**config.mk**
```make
export PLATFORM = sky130hd
export DESIGN_NAME = vif_command_stream_parser
export DESIGN_NICKNAME = d
export VERILOG_FILES = /design/src/design/vcsp_pkg.sv /design/src/design/vcsp_decode.sv /design/src/design/vif_command_stream_parser.sv
export SDC_FILE = /design/constraint.sdc
export NUM_CORES = 1
export LEC_CHECK = 0
export BUFFER_PORTS_ARGS = -buffer_cell sky130_fd_sc_hd__buf_4
export CORE_MARGIN = 3
export CORE_UTILIZATION = 54
export CTS_CLUSTER_SIZE = 20
export DETAILED_ROUTE_END_ITERATION = 7
export GPL_ROUTABILITY_DRIVEN = 0
export PLACE_DENSITY = 0.77
export SLEW_MARGIN = 20
export SYNTH_ARGS = -nofsm -noshare
export SYNTH_HDL_FRONTEND = slang
export SYNTH_SLANG_ARGS = --single-unit
```
**constraint.sdc**
```tcl
create_clock -name clk -period 5.8 [get_ports clk]
set_input_delay 1.74 -clock clk [delete_from_list [all_inputs] [get_ports clk]]
set_output_delay 1.74 -clock clk [all_outputs]
set_load 0.05 [all_outputs]
```
**src/design/vcsp_pkg.sv**
```systemverilog
// Shared types and constants for the vector-unit interface command stream parser.
`default_nettype none
package vcsp_pkg;

  localparam int unsigned CODE_BYTES   = 16384;
  localparam int unsigned DATA_BYTES   = 16384;
  localparam int unsigned BUFFER_WORDS = 1048576;

  localparam int unsigned WORD_W  = 32;
  localparam int unsigned LEFT_W  = 21;
  localparam int unsigned REST_W  = 20;
  localparam int unsigned TOGO_W  = 19;
  localparam int unsigned DEST_W  = 16;
  localparam int unsigned ADDR_W  = 14;
  localparam int unsigned PC_W    = 19;
  localparam int unsigned TOP_W   = 10;
  localparam int unsigned ACT_W   = 3;

  // Actions reported on the result channel
  localparam logic [ACT_W-1:0] ACT_NONE   = 3'd0;
  localparam logic [ACT_W-1:0] ACT_CODE   = 3'd1;
  localparam logic [ACT_W-1:0] ACT_DATA   = 3'd2;
  localparam logic [ACT_W-1:0] ACT_FWD    = 3'd3;
  localparam logic [ACT_W-1:0] ACT_START  = 3'd4;

  // Opcodes
  localparam logic [6:0] OP_CYCLE  = 7'h01;
  localparam logic [6:0] OP_OFFSET = 7'h02;
  localparam logic [6:0] OP_BASE   = 7'h03;
  localparam logic [6:0] OP_TOP    = 7'h04;
  localparam logic [6:0] OP_MODE   = 7'h05;
  localparam logic [6:0] OP_MASKP3 = 7'h06;
  localparam logic [6:0] OP_MSCAL  = 7'h14;
  localparam logic [6:0] OP_MSCALF = 7'h15;
  localparam logic [6:0] OP_MASK   = 7'h20;
  localparam logic [6:0] OP_ROW    = 7'h30;
  localparam logic [6:0] OP_COL    = 7'h31;
  localparam logic [6:0] OP_MPG    = 7'h4A;
  localparam logic [6:0] OP_DIRECT = 7'h50;
  localparam logic [6:0] OP_DIRHL  = 7'h51;

  typedef enum logic [6:0] {
    PH_CMD     = 7'b0000001,
    PH_SKIP    = 7'b0000010,
    PH_CODE    = 7'b0000100,
    PH_LINEAR  = 7'b0001000,
    PH_WRAP    = 7'b0010000,
    PH_DIRECT  = 7'b0100000,
    PH_DISCARD = 7'b1000000
  } phase_t;

  typedef struct packed {
    phase_t              phase;
    logic [TOGO_W-1:0]   words_to_go;
    logic [DEST_W-1:0]   dest_address;
    logic                payload_writes;
    logic [15:0]         cycle_reg;
    logic [TOP_W-1:0]    offset_reg;
    logic [TOP_W-1:0]    base_reg;
    logic [TOP_W-1:0]    top_reg;
    logic [1:0]          mode_reg;
    logic                path3_mask;
  } parse_state_t;

  typedef struct packed {
    logic [ACT_W-1:0]  action;
    logic [ADDR_W-1:0] write_address;
    logic [WORD_W-1:0] data_word;
    logic [PC_W-1:0]   start_pc;
    logic [TOP_W-1:0]  start_top;
    logic              path3_masked;
  } result_t;

endpackage
`default_nettype wire

```
**src/design/vcsp_decode.sv**
```systemverilog
// Single-pass decode of one stream word against the parser state.
`default_nettype none
module vcsp_decode (
  input  wire logic [vcsp_pkg::WORD_W-1:0] word,
  input  wire logic [vcsp_pkg::LEFT_W-1:0] words_left,
  input  wire vcsp_pkg::parse_state_t      st,
  output vcsp_pkg::parse_state_t           st_nxt,
  output vcsp_pkg::result_t                res
);

  localparam logic [vcsp_pkg::DEST_W-1:0] DEST_LIM_CODE = vcsp_pkg::DEST_W'(vcsp_pkg::CODE_BYTES);
  localparam logic [vcsp_pkg::DEST_W-1:0] DEST_LIM_DATA = vcsp_pkg::DEST_W'(vcsp_pkg::DATA_BYTES);

  always_comb begin
    logic [vcsp_pkg::LEFT_W-1:0] wl;
    logic [vcsp_pkg::REST_W-1:0] rest;
    logic [6:0]  op;
    logic [7:0]  num;
    logic [15:0] imm;
    logic [18:0] dst;
    logic [11:0] bytes;
    logic [19:0] copy;
    logic [16:0] q;
    logic [17:0] avail;
    logic        trunc;
    logic [4:0]  bpv;
    logic [12:0] prod;
    logic [12:0] total;
    logic [1:0]  vn;
    logic [1:0]  vl;
    logic [9:0]  va;
    logic [vcsp_pkg::TOGO_W-1:0] togo;

    st_nxt = st;
    res    = '0;
    copy   = '0;
    bpv    = '0;
    togo   = '0;

    // Clamp the buffer count
    if (words_left == '0) begin
      wl = vcsp_pkg::LEFT_W'(1);
    end else if (words_left > vcsp_pkg::LEFT_W'(vcsp_pkg::BUFFER_WORDS)) begin
      wl = vcsp_pkg::LEFT_W'(vcsp_pkg::BUFFER_WORDS);
    end else begin
      wl = words_left;
    end
    rest = vcsp_pkg::REST_W'(wl - vcsp_pkg::LEFT_W'(1));

    op  = word[30:24];
    num = word[23:16];
    imm = word[15:0];
    dst   = {imm, 3'b000};
    bytes = ({1'b0, num, 3'b000} + 12'd15) & 12'hFF0;
    q     = (imm == 16'd0) ? 17'h10000 : {1'b0, imm};
    avail = rest[19:2];
    trunc = {1'b0, q} > avail;
    vn = op[3:2];
    vl = op[1:0];
    va = imm[9:0];

    // Bytes per vector for unpack
    case (vl)
      2'd0:    bpv = {1'b0, vn, 2'b00} + 5'd4;
      2'd1:    bpv = {2'b00, vn, 1'b0} + 5'd2;
      2'd2:    bpv = {3'b000, vn} + 5'd1;
      default: bpv = (vn == 2'd3) ? 5'd2 : ({2'b00, vn, 1'b0} + 5'd2);
    endcase
    prod  = 13'(num * bpv);
    total = (prod + 13'd3) & 13'h1FFC;

    res.path3_masked = st.path3_mask;

    case (st.phase)
      // Command word
      vcsp_pkg::PH_CMD: begin
        st_nxt.payload_writes = 1'b0;
        if (op == vcsp_pkg::OP_CYCLE) begin
          st_nxt.cycle_reg = imm;
        end else if (op == vcsp_pkg::OP_OFFSET) begin
          st_nxt.offset_reg = imm[9:0];
        end else if (op == vcsp_pkg::OP_BASE) begin
          st_nxt.base_reg = imm[9:0];
        end else if (op == vcsp_pkg::OP_TOP) begin
          st_nxt.top_reg = imm[9:0];
        end else if (op == vcsp_pkg::OP_MODE) begin
          st_nxt.mode_reg = imm[1:0];
        end else if (op == vcsp_pkg::OP_MASKP3) begin
          st_nxt.path3_mask = imm[0];
        end else if (op == vcsp_pkg::OP_MSCAL || op == vcsp_pkg::OP_MSCALF) begin
          res.action    = vcsp_pkg::ACT_START;
          res.start_pc  = dst;
          res.start_top = st.top_reg;
        end else if (op == vcsp_pkg::OP_MASK) begin
          st_nxt.phase       = vcsp_pkg::PH_SKIP;
          st_nxt.words_to_go = vcsp_pkg::TOGO_W'(1);
        end else if (op == vcsp_pkg::OP_ROW || op == vcsp_pkg::OP_COL) begin
          st_nxt.phase       = vcsp_pkg::PH_SKIP;
          st_nxt.words_to_go = vcsp_pkg::TOGO_W'(4);
        end else if (op == vcsp_pkg::OP_MPG) begin
          if (dst < 19'(vcsp_pkg::CODE_BYTES) && bytes != 12'd0) begin
            if ((20'(dst) + 20'(bytes)) > 20'(vcsp_pkg::CODE_BYTES)) begin
              copy = 20'(vcsp_pkg::CODE_BYTES) - 20'(dst);
            end else begin
              copy = 20'(bytes);
            end
            st_nxt.payload_writes = copy[19:2] <= rest[17:0] && rest[19:18] == 2'd0
                                    || rest[19:18] != 2'd0;
          end
          st_nxt.dest_address = dst[vcsp_pkg::DEST_W-1:0];
          if (bytes != 12'd0) begin
            st_nxt.phase       = vcsp_pkg::PH_CODE;
            st_nxt.words_to_go = vcsp_pkg::TOGO_W'(bytes[11:2]);
          end
        end else if (op == vcsp_pkg::OP_DIRECT || op == vcsp_pkg::OP_DIRHL) begin
          st_nxt.payload_writes = trunc;
          togo = trunc ? {avail[16:0], 2'b00} : {q, 2'b00};
          if (togo != '0) begin
            st_nxt.phase       = vcsp_pkg::PH_DIRECT;
            st_nxt.words_to_go = togo;
          end else begin
            st_nxt.phase = vcsp_pkg::PH_DISCARD;
          end
        end else if (op[6:5] == 2'b11) begin
          st_nxt.payload_writes = total != 13'd0 && 20'(total[12:2]) <= rest &&
                                  17'({va, 4'b0000}) < 17'(vcsp_pkg::DATA_BYTES);
          st_nxt.dest_address   = {2'b00, va, 4'b0000};
          if (total != 13'd0) begin
            st_nxt.phase       = (bpv == 5'd16) ? vcsp_pkg::PH_WRAP : vcsp_pkg::PH_LINEAR;
            st_nxt.words_to_go = vcsp_pkg::TOGO_W'(total[12:2]);
          end
        end
      end
      vcsp_pkg::PH_DISCARD: begin
      end
      // Payload word
      default: begin
        case (st.phase)
          vcsp_pkg::PH_CODE: begin
            if (st.payload_writes && st.dest_address < DEST_LIM_CODE) begin
              res.action        = vcsp_pkg::ACT_CODE;
              res.write_address = st.dest_address[vcsp_pkg::ADDR_W-1:0];
              res.data_word     = word;
            end
            st_nxt.dest_address = st.dest_address + vcsp_pkg::DEST_W'(4);
          end
          vcsp_pkg::PH_LINEAR: begin
            if (st.payload_writes && st.dest_address < DEST_LIM_DATA) begin
              res.action        = vcsp_pkg::ACT_DATA;
              res.write_address = st.dest_address[vcsp_pkg::ADDR_W-1:0];
              res.data_word     = word;
            end
            st_nxt.dest_address = st.dest_address + vcsp_pkg::DEST_W'(4);
          end
          vcsp_pkg::PH_WRAP: begin
            if (st.payload_writes &&
                ({1'b0, st.dest_address & 16'hFFF0} + 17'd16) <= 17'(vcsp_pkg::DATA_BYTES)) begin
              res.action        = vcsp_pkg::ACT_DATA;
              res.write_address = st.dest_address[vcsp_pkg::ADDR_W-1:0];
              res.data_word     = word;
            end
            st_nxt.dest_address = (st.dest_address + vcsp_pkg::DEST_W'(4)) & 16'h3FFF;
          end
          vcsp_pkg::PH_DIRECT: begin
            res.action    = vcsp_pkg::ACT_FWD;
            res.data_word = word;
          end
          default: begin
          end
        endcase
        togo = (st.words_to_go != '0) ? st.words_to_go - vcsp_pkg::TOGO_W'(1)
                                      : st.words_to_go;
        st_nxt.words_to_go = togo;
        if (togo == '0) begin
          st_nxt.phase = (st.phase == vcsp_pkg::PH_DIRECT && st.payload_writes)
                         ? vcsp_pkg::PH_DISCARD : vcsp_pkg::PH_CMD;
        end
      end
    endcase

    res.path3_masked = st_nxt.path3_mask;

    // Buffer end restarts parsing
    if (wl == vcsp_pkg::LEFT_W'(1)) begin
      st_nxt.phase       = vcsp_pkg::PH_CMD;
      st_nxt.words_to_go = '0;
    end
  end

endmodule
`default_nettype wire

```
**src/design/vif_command_stream_parser.sv**
```systemverilog
// Top level of the vector-unit interface command stream parser.
// Each accepted word yields exactly one result word. A word passes through an
// input register, one decode step against the parser state, and a result
// register; a new word is taken every cycle while the result side keeps up,
// so throughput is one word per cycle. The input register is held when the
// result register is full and stalled.
`default_nettype none
module vif_command_stream_parser (
  input  wire logic                           clk,
  input  wire logic                           rst_n,
  input  wire logic                           in_valid,
  output logic                                in_stall,
  input  wire logic [vcsp_pkg::WORD_W-1:0]    in_stream_word,
  input  wire logic [vcsp_pkg::LEFT_W-1:0]    in_words_left,
  output logic                                out_valid,
  input  wire logic                           out_stall,
  output logic [vcsp_pkg::ACT_W-1:0]          out_action,
  output logic [vcsp_pkg::ADDR_W-1:0]         out_write_address,
  output logic [vcsp_pkg::WORD_W-1:0]         out_data_word,
  output logic [vcsp_pkg::PC_W-1:0]           out_start_pc,
  output logic [vcsp_pkg::TOP_W-1:0]          out_start_top,
  output logic                                out_path3_masked
);

  logic                          in_valid_r;
  logic [vcsp_pkg::WORD_W-1:0]   in_word_r;
  logic [vcsp_pkg::LEFT_W-1:0]   in_left_r;
  logic                          out_valid_r;
  vcsp_pkg::result_t             res_r;
  vcsp_pkg::result_t             res_nxt;
  vcsp_pkg::parse_state_t        st_r;
  vcsp_pkg::parse_state_t        st_nxt;
  logic                          advance;

  assign advance  = in_valid_r && (!out_valid_r || !out_stall);
  assign in_stall = in_valid_r && !advance;

  vcsp_decode u_decode (
    .word       (in_word_r),
    .words_left (in_left_r),
    .st         (st_r),
    .st_nxt     (st_nxt),
    .res        (res_nxt)
  );

  // Input register
  always_ff @(posedge clk) begin
    if (!rst_n) begin
      in_valid_r <= 1'b0;
    end else if (!in_stall) begin
      in_valid_r <= in_valid;
    end
    if (in_valid && !in_stall) begin
      in_word_r <= in_stream_word;
      in_left_r <= in_words_left;
    end
  end

  // Parser state and result register
  always_ff @(posedge clk) begin
    if (!rst_n) begin
      out_valid_r <= 1'b0;
      st_r        <= '{phase: vcsp_pkg::PH_CMD, default: '0};
    end else begin
      if (advance) begin
        out_valid_r <= 1'b1;
        st_r        <= st_nxt;
      end else if (!out_stall) begin
        out_valid_r <= 1'b0;
      end
    end
    if (advance) begin
      res_r <= res_nxt;
    end
  end

  assign out_valid         = out_valid_r;
  assign out_action        = res_r.action;
  assign out_write_address = res_r.write_address;
  assign out_data_word     = res_r.data_word;
  assign out_start_pc      = res_r.start_pc;
  assign out_start_top     = res_r.start_top;
  assign out_path3_masked  = res_r.path3_masked;

endmodule
`default_nettype wire

```
==> run_results.csv, run 1 <==
group,metric,value,unit
status,outcome,"finished, violations left",
status,violations,"setup timing",
detailed_routing,drtPass1Iterations,6,
worst_setup_path,startpoint_type,"flip-flop",
floorplanning,num_io_pins,138,
floorplanning,core,0.02298,mm²
worst_hold_path,hp-class,"flip-flop to flip-flop",
timing,finClkSkew,0.02573,ns
timing,tightestPinTransition,0.8495,ns
clock_tree,clock_path_buffers,2,
worst_setup_path,path_max_fanout,5,
cells_and_area,final_util,67.96,%
floorplanning,die-area,0.02566,mm²
detailed_routing,drt-initial-drc-count,1381,
synth,synth_ff_type,"edfxtp_1",
cells_and_area,multi_input_area,0.007686,mm²
worst_setup_path,end_kind,"flip-flop",
cells_and_area,fill_cells,1791,
worst_setup_path,crit_buf_inv,3,
clock_tree,cts-root-buf,"clkbuf_16",
synth,async_flop_share,0,%
grt,grtUsageMet2,46.94,%
floorplanning,row_count,55,
worst_setup_path,critPathTopFamily,"adder cells",
timing,finalSetupViolCount,1,
synth,syn_inst,1380,
detailed_routing,antenna_left,0,
detailed_routing,drc_errors,0,
grt,antenna_found_initial,0,
grt,grt_usage,29.10,%
power_and_ir_drop,ir_drop,0.1901,mV
floorplanning,fp.dieH,160.2,µm
cells_and_area,antenna_cells,0,
cells_and_area,fin_area,0.01562,mm²
clock_tree,clock_latency,0.46,ns
grt,grt_max_degree,54,
synth,netlist_area,0.01284,mm²
job,maxCapViolations,0,
cells_and_area,final_layout_size_suffix_gt1_share,23.68,%
grt,grt_pass1_vias,11330,
grt,grt-busiest-layer,"met2",
timing,tns,-0.04672,ns
grt,met3_usage,5.084,%
detailed_routing,dr_total_vias,11790,
clock_tree,cts_tree,"done",
synth,ys_seq_elements,182,
timing,clock.fmax,0.1710,GHz
timing,slew_headroom,43.16,%
placed_design,placed_area,0.01452,mm²
worst_setup_path,cp_common_cell,"a21o_1",
clock_tree,hold_buffers,0,
timing,min_period_over_period,100.8,%
worst_setup_path,crit_path_top_delay_cell,"fa_1",
grt,use_met1,38.27,%
power_and_ir_drop,power_density,244.9,mW/mm²
placed_design,port_buffers,134,
detailed_routing,totalWireLength,38510,µm
synth,avgSynthCellArea,9.301,µm²
synth,synth_seq_area_share,38.37,%
detailed_routing,viasPerCell,6.301,
clock_tree,h-tree-depth,4,
worst_setup_path,path_class,"flip-flop to flip-flop",
clock_tree,clk_pin_slew,0.09,ns
clock_tree,clock-sinks,182,
cells_and_area,syn_to_final_growth,21.69,%
timing,finalHoldViolations,0,
worst_setup_path,worstPathArrival,6.23,ns
synth,ys.warnings.count,0,
grt,grt_pass1_wl,60090,µm
grt,overflow,0,
cells_and_area,fin_nets,1705,
placed_design,dp_hpwl,26560,µm
worst_setup_path,cp.required,6.18,ns
timing,layout_setup_ws,-0.04672,ns
synth,synth_edf_count,128,
detailed_routing,wl_per_cell,20.58,µm
worst_setup_path,critPathMaxStageDelay,0.51,ns
timing,period_minus_slack,5.847,ns
cells_and_area,fin_cells,1871,
power_and_ir_drop,leakagePower,0.006440,µW
placed_design,dp_slack,-0.2182,ns
clock_tree,cts_inserted_buffers,17,
placed_design,placed_cells,1817,
synth,synth_cell_types,95,
floorplanning,start_util,55.85,%
cells_and_area,seqCellArea,0.004925,mm²
timing,rsz0062_at_grt,"yes",
floorplanning,die_w,160.2,µm
timing,maxSlewViolCount,0,
worst paths after layout:
kind,from,end,slack (ns),cells past startpoint
max,in_word_r[26],st_r[49],-0.05,26
min,st_r[12],st_r[12],0.49,2
max reg2reg,in_word_r[26],st_r[49],-0.05,26
min reg2reg,st_r[12],st_r[12],0.49,2
metal layers:
layer	vias up	part of all wire [%]	wire length (µm)
met5	-	0	0
met1	5569	40	15370
met2	663	46	17610
met4	0	4.5	1742
met3	143	9.8	3783
li1	5414	-	-
tightest hold or removal path: stages (launching register included):
cell     delay [ns]
dfxtp_1        0.33
mux2i_1        0.06
nor2_1         0.07
cells by family after synthesis:
family	Yosys count	synth area share (%)
flip-flops	182	38.37
AO/OA/AOI/OAI	318	16.82
multiplexers	31	2.466
other	1	0.02921
adder cells (fa/ha/maj)	103	11.15
buffers and inverters	150	4.757
AND/OR/NAND/NOR	555	23.68
XOR/XNOR	40	2.729
report_power, final:
group	switching, µW	internal (µW)
Combinational	653	425
Clock	643	602
Sequential	57.9	1440
Total	1350	2470
cell type report:
cell class / count / share of cell area (%)
Multi-Input combinational cell: 1054 / 49.21
Timing Repair Buffer: 236 / 11.41
Clock inverter: 15 / 1.322
Clock buffer: 17 / 2.723
Inverter: 54 / 1.298
Tap cell: 313 / 2.507
Sequential cell: 182 / 31.53
stage by stage:
step	hold WS (ns)	power [µW]
5_1_grt	0.5123	3976
3_5_place_dp	0.4707	2501
3_3_place_gp	0.4563	2480
4_1_cts	0.4837	3765
2_1_floorplan	0.4391	2183
6_report	0.4889	3825
synth_stat cells, types with 26 or more instances:
cell,number,share of area (%)
a21oi_1,63,2.5
nand2_1,93,2.7
dfxtp_1,54,8.4
ha_1,84,8.2
mux2i_1,26,2.0
clkbuf_1,79,2.3
nand3_1,49,1.9
o21ai_0,73,2.8
edfxtp_1,128,30
nor3_1,31,1.2
a22oi_1,27,1.6
nor2_1,115,3.4
inv_1,54,1.6
and2_1,105,5.1
xnor2_1,26,1.8
layout by cell type (no fill, tap or decap), drive strengths merged, types with 8 or more instances in the layout:
master / n
nand2b: 16
a21o: 21
a21oi: 64
ha: 84
clkbuf: 17
a31oi: 14
o22ai: 10
or4: 11
edfxtp: 128
fa: 19
o21ai: 76
buf: 236
nand3b: 8
and4: 8
and3: 24
nor2b: 11
nand4: 21
or3: 11
o41ai: 8
nor3: 32
xnor2: 26
o31ai: 10
and2: 106
dfxtp: 54
o211ai: 9
inv: 63
mux2i: 26
xor2: 14
nor2: 116
a22oi: 27
nand3: 49
nor4: 23
a211oi: 18
nand2: 94
registers in the layout, indices dropped and copies added, names as in the netlist:
register	flops
out_data_word	32
out_valid	1
st_r	52
out_start_pc	16
in_valid_r	1
in_word_r	32
out_write_address	13
in_left_r	21
out_path3_masked	1
out_start_top	10
out_action	3
timing repair:
| action | CTS | global route |
|---|---|---|
| pin swaps | 31 | 37 |
| setup endpoints to repair | 25 | 27 |
| endpoints found under the hold margin | 0 | 0 |
| cloned | 1 | 2 |
| gates resized for setup | 30 | 42 |
| setup buffers | 9 | 12 |
(Power assumes the default switching activity.)
==> run 2: changes to the inputs <==
--- a/config.mk
+++ b/config.mk
@@ -12,6 +12,6 @@
 export DETAILED_ROUTE_END_ITERATION = 7
 export GPL_ROUTABILITY_DRIVEN = 0
+export HOLD_SLACK_MARGIN = 0.15
 export PLACE_DENSITY = 0.77
-export SLEW_MARGIN = 20
 export SYNTH_ARGS = -nofsm -noshare
 export SYNTH_HDL_FRONTEND = slang
==> constraint.sdc (replaced) <==
create_clock -name clk -period 5.8 [get_ports clk]
set_input_delay 0.87 -clock clk [delete_from_list [all_inputs] [get_ports clk]]
set_output_delay 0.87 -clock clk [all_outputs]
set_load 0.05 [all_outputs]
==> run 2 against run 1 <==
  * The run still ends with setup timing left
  * Cell count is 0.27% higher
  * Fmax fell by 2.4%
  * Power up 1.1%
  * Via count is 1.7% higher
  * Clock power hardly changed
  * Worst setup slack got worse by 0.14 ns
  * Largest power group unchanged
  * Highest routed layer unchanged
==> run_results.csv, run 2 (synthesized netlist as in run 1, its figures left out) <==
group,metric,value,unit
detailed_routing,drt-initial-drc-count,1422,
timing,finalSetupViolCount,18,
floorplanning,die_w,160.2,µm
timing,fin_hold_ws,0.4901,ns
power_and_ir_drop,leakagePower,0.006483,µW
status,violations,"setup timing",
detailed_routing,totalWireLength,39220,µm
floorplanning,die-area,0.02566,mm²
cells_and_area,fin_nets,1710,
worst_setup_path,path_class,"flip-flop to flip-flop",
worst_setup_path,critPathTopFamily,"adder cells",
detailed_routing,dr_total_vias,11990,
detailed_routing,viasPerCell,6.389,
timing,min_period_over_period,103.3,%
clock_tree,clock_path_buffers,2,
placed_design,port_buffers,134,
timing,tns,-0.8129,ns
timing,clock.fmax,0.1669,GHz
cells_and_area,antenna_cells,0,
cells_and_area,final_util,68.45,%
clock_tree,cts_inserted_buffers,17,
job,maxCapViolations,0,
cells_and_area,regMostFlops,"st_r",
placed_design,dp_hpwl,26830,µm
worst_setup_path,crit_path_top_delay_cell,"fa_1",
detailed_routing,drtPass1Iterations,6,
detailed_routing,drc_errors,0,
timing,tightestPinTransition,0.9358,ns
timing,finClkSkew,0.01889,ns
timing,finalHoldViolations,0,
grt,grt_usage,28.95,%
cells_and_area,final_layout_size_suffix_gt1_share,24.57,%
cells_and_area,final_cell_mix,"buf_4, edfxtp_1, nor2_1, and2_1, nand2_1",
timing,slew_headroom,37.61,%
worst_setup_path,critPathMaxStageDelay,0.53,ns
floorplanning,row_count,55,
power_and_ir_drop,power_density,245.9,mW/mm²
cells_and_area,largest_reg_flops,52,
worst_setup_path,path_max_fanout,6,
worst_setup_path,crit_buf_inv,3,
clock_tree,hold_buffers,0,
worst_setup_path,cp_common_cell,"a21o_1",
timing,maxSlewViolCount,0,
grt,grt_max_degree,77,
grt,grt_pass1_wl,59330,µm
floorplanning,core,0.02298,mm²
cells_and_area,layout_commonest_cell,"buf_4",
power_and_ir_drop,ir_drop,0.1947,mV
worst_setup_path,end_kind,"flip-flop",
clock_tree,clock_latency,0.46,ns
clock_tree,clock-sinks,182,
cells_and_area,syn_to_final_growth,22.57,%
grt,overflow,0,
worst_setup_path,cp.required,6.18,ns
status,outcome,"finished, violations left",
detailed_routing,antenna_left,0,
clock_tree,h-tree-depth,4,
clock_tree,clk_pin_slew,0.09,ns
grt,grt_pass1_vias,11090,
clock_tree,cts_tree,"done",
cells_and_area,fin_cells,1876,
placed_design,placed_cells,1815,
timing,period_minus_slack,5.990,ns
floorplanning,start_util,55.85,%
timing,rsz0062_at_grt,"yes",
detailed_routing,wl_per_cell,20.91,µm
worst_setup_path,startpoint_type,"flip-flop",
clock_tree,cts-root-buf,"clkbuf_16",
worst_hold_path,hp-class,"flip-flop to flip-flop",
floorplanning,num_io_pins,138,
timing,layout_setup_ws,-0.1900,ns
floorplanning,fp.dieH,160.2,µm
grt,antenna_found_initial,0,
worst_setup_path,worstPathArrival,6.37,ns
[run 2: area by class of cell]
cell class / instances / area (µm²)
multi-input combinational: 1054 / 7744
fill: 1749 / 7252
sequential: 182 / 4925
timing repair buffer: 241 / 1832
clock buffer: 17 / 425.4
tap: 313 / 391.6
clock inverter: 15 / 212.7
inverter: 54 / 202.7
[run 2: metal layers]
layer	GRT usage, %	routed length [µm]	up-vias
met3	5.888	4098	174
met2	46.48	17800	770
met4	12.39	2120	0
met5	0	0	-
li1	-	-	5435
met1	38.17	15200	5607
[run 2: worst paths after layout]
check	start	endpoint	slack, ns	cells past startpoint
worst max register to register	in_word_r[26]	st_r[49]	-0.19	27
worst min-delay path	st_r[6]	st_r[6]	0.49	2
worst min register to register	st_r[6]	st_r[6]	0.49	2
worst max-delay path	in_word_r[26]	st_r[49]	-0.19	27
[run 2: power breakdown]
| part | leakage [µW] | total (µW) | switching [µW] | internal, µW |
|---|---|---|---|---|
| Combinational | 0.00452 | 1120 | 676 | 447 |
| Sequential | 0.00166 | 1500 | 60.4 | 1440 |
| Clock | 0.000306 | 1240 | 637 | 603 |
[run 2: what timing repair did]
action,4_1_cts,5_1_grt
setup buffers,12,14
resized for setup,26,62
setup endpoints to repair,26,27
pin swaps,31,51
endpoints found under the hold margin,0,0
gates cloned,1,2
[run 2: tightest hold or removal path: cells and delay by family, from the launching register on]
| family | cells | cell delay (ns) |
|---|---|---|
| muxes | 1 | 0.06 |
| and+or+nand+nor | 1 | 0.07 |
| DFF | 1 | 0.33 |
[run 2: per-stage QoR]
| step | power (µW) | cell area (µm²) | worst slack, ns |
|---|---|---|---|
| floorplan | 2183 | 12870 | 0.01505 |
| global placement | 2481 | 14500 | -0.03398 |
| detailed placement | 2500 | 14500 | -0.2486 |
| CTS | 3770 | 15350 | 0.006233 |
| global route | 4021 | 15730 | -0.4101 |
| finish | 3868 | 15730 | -0.1900 |
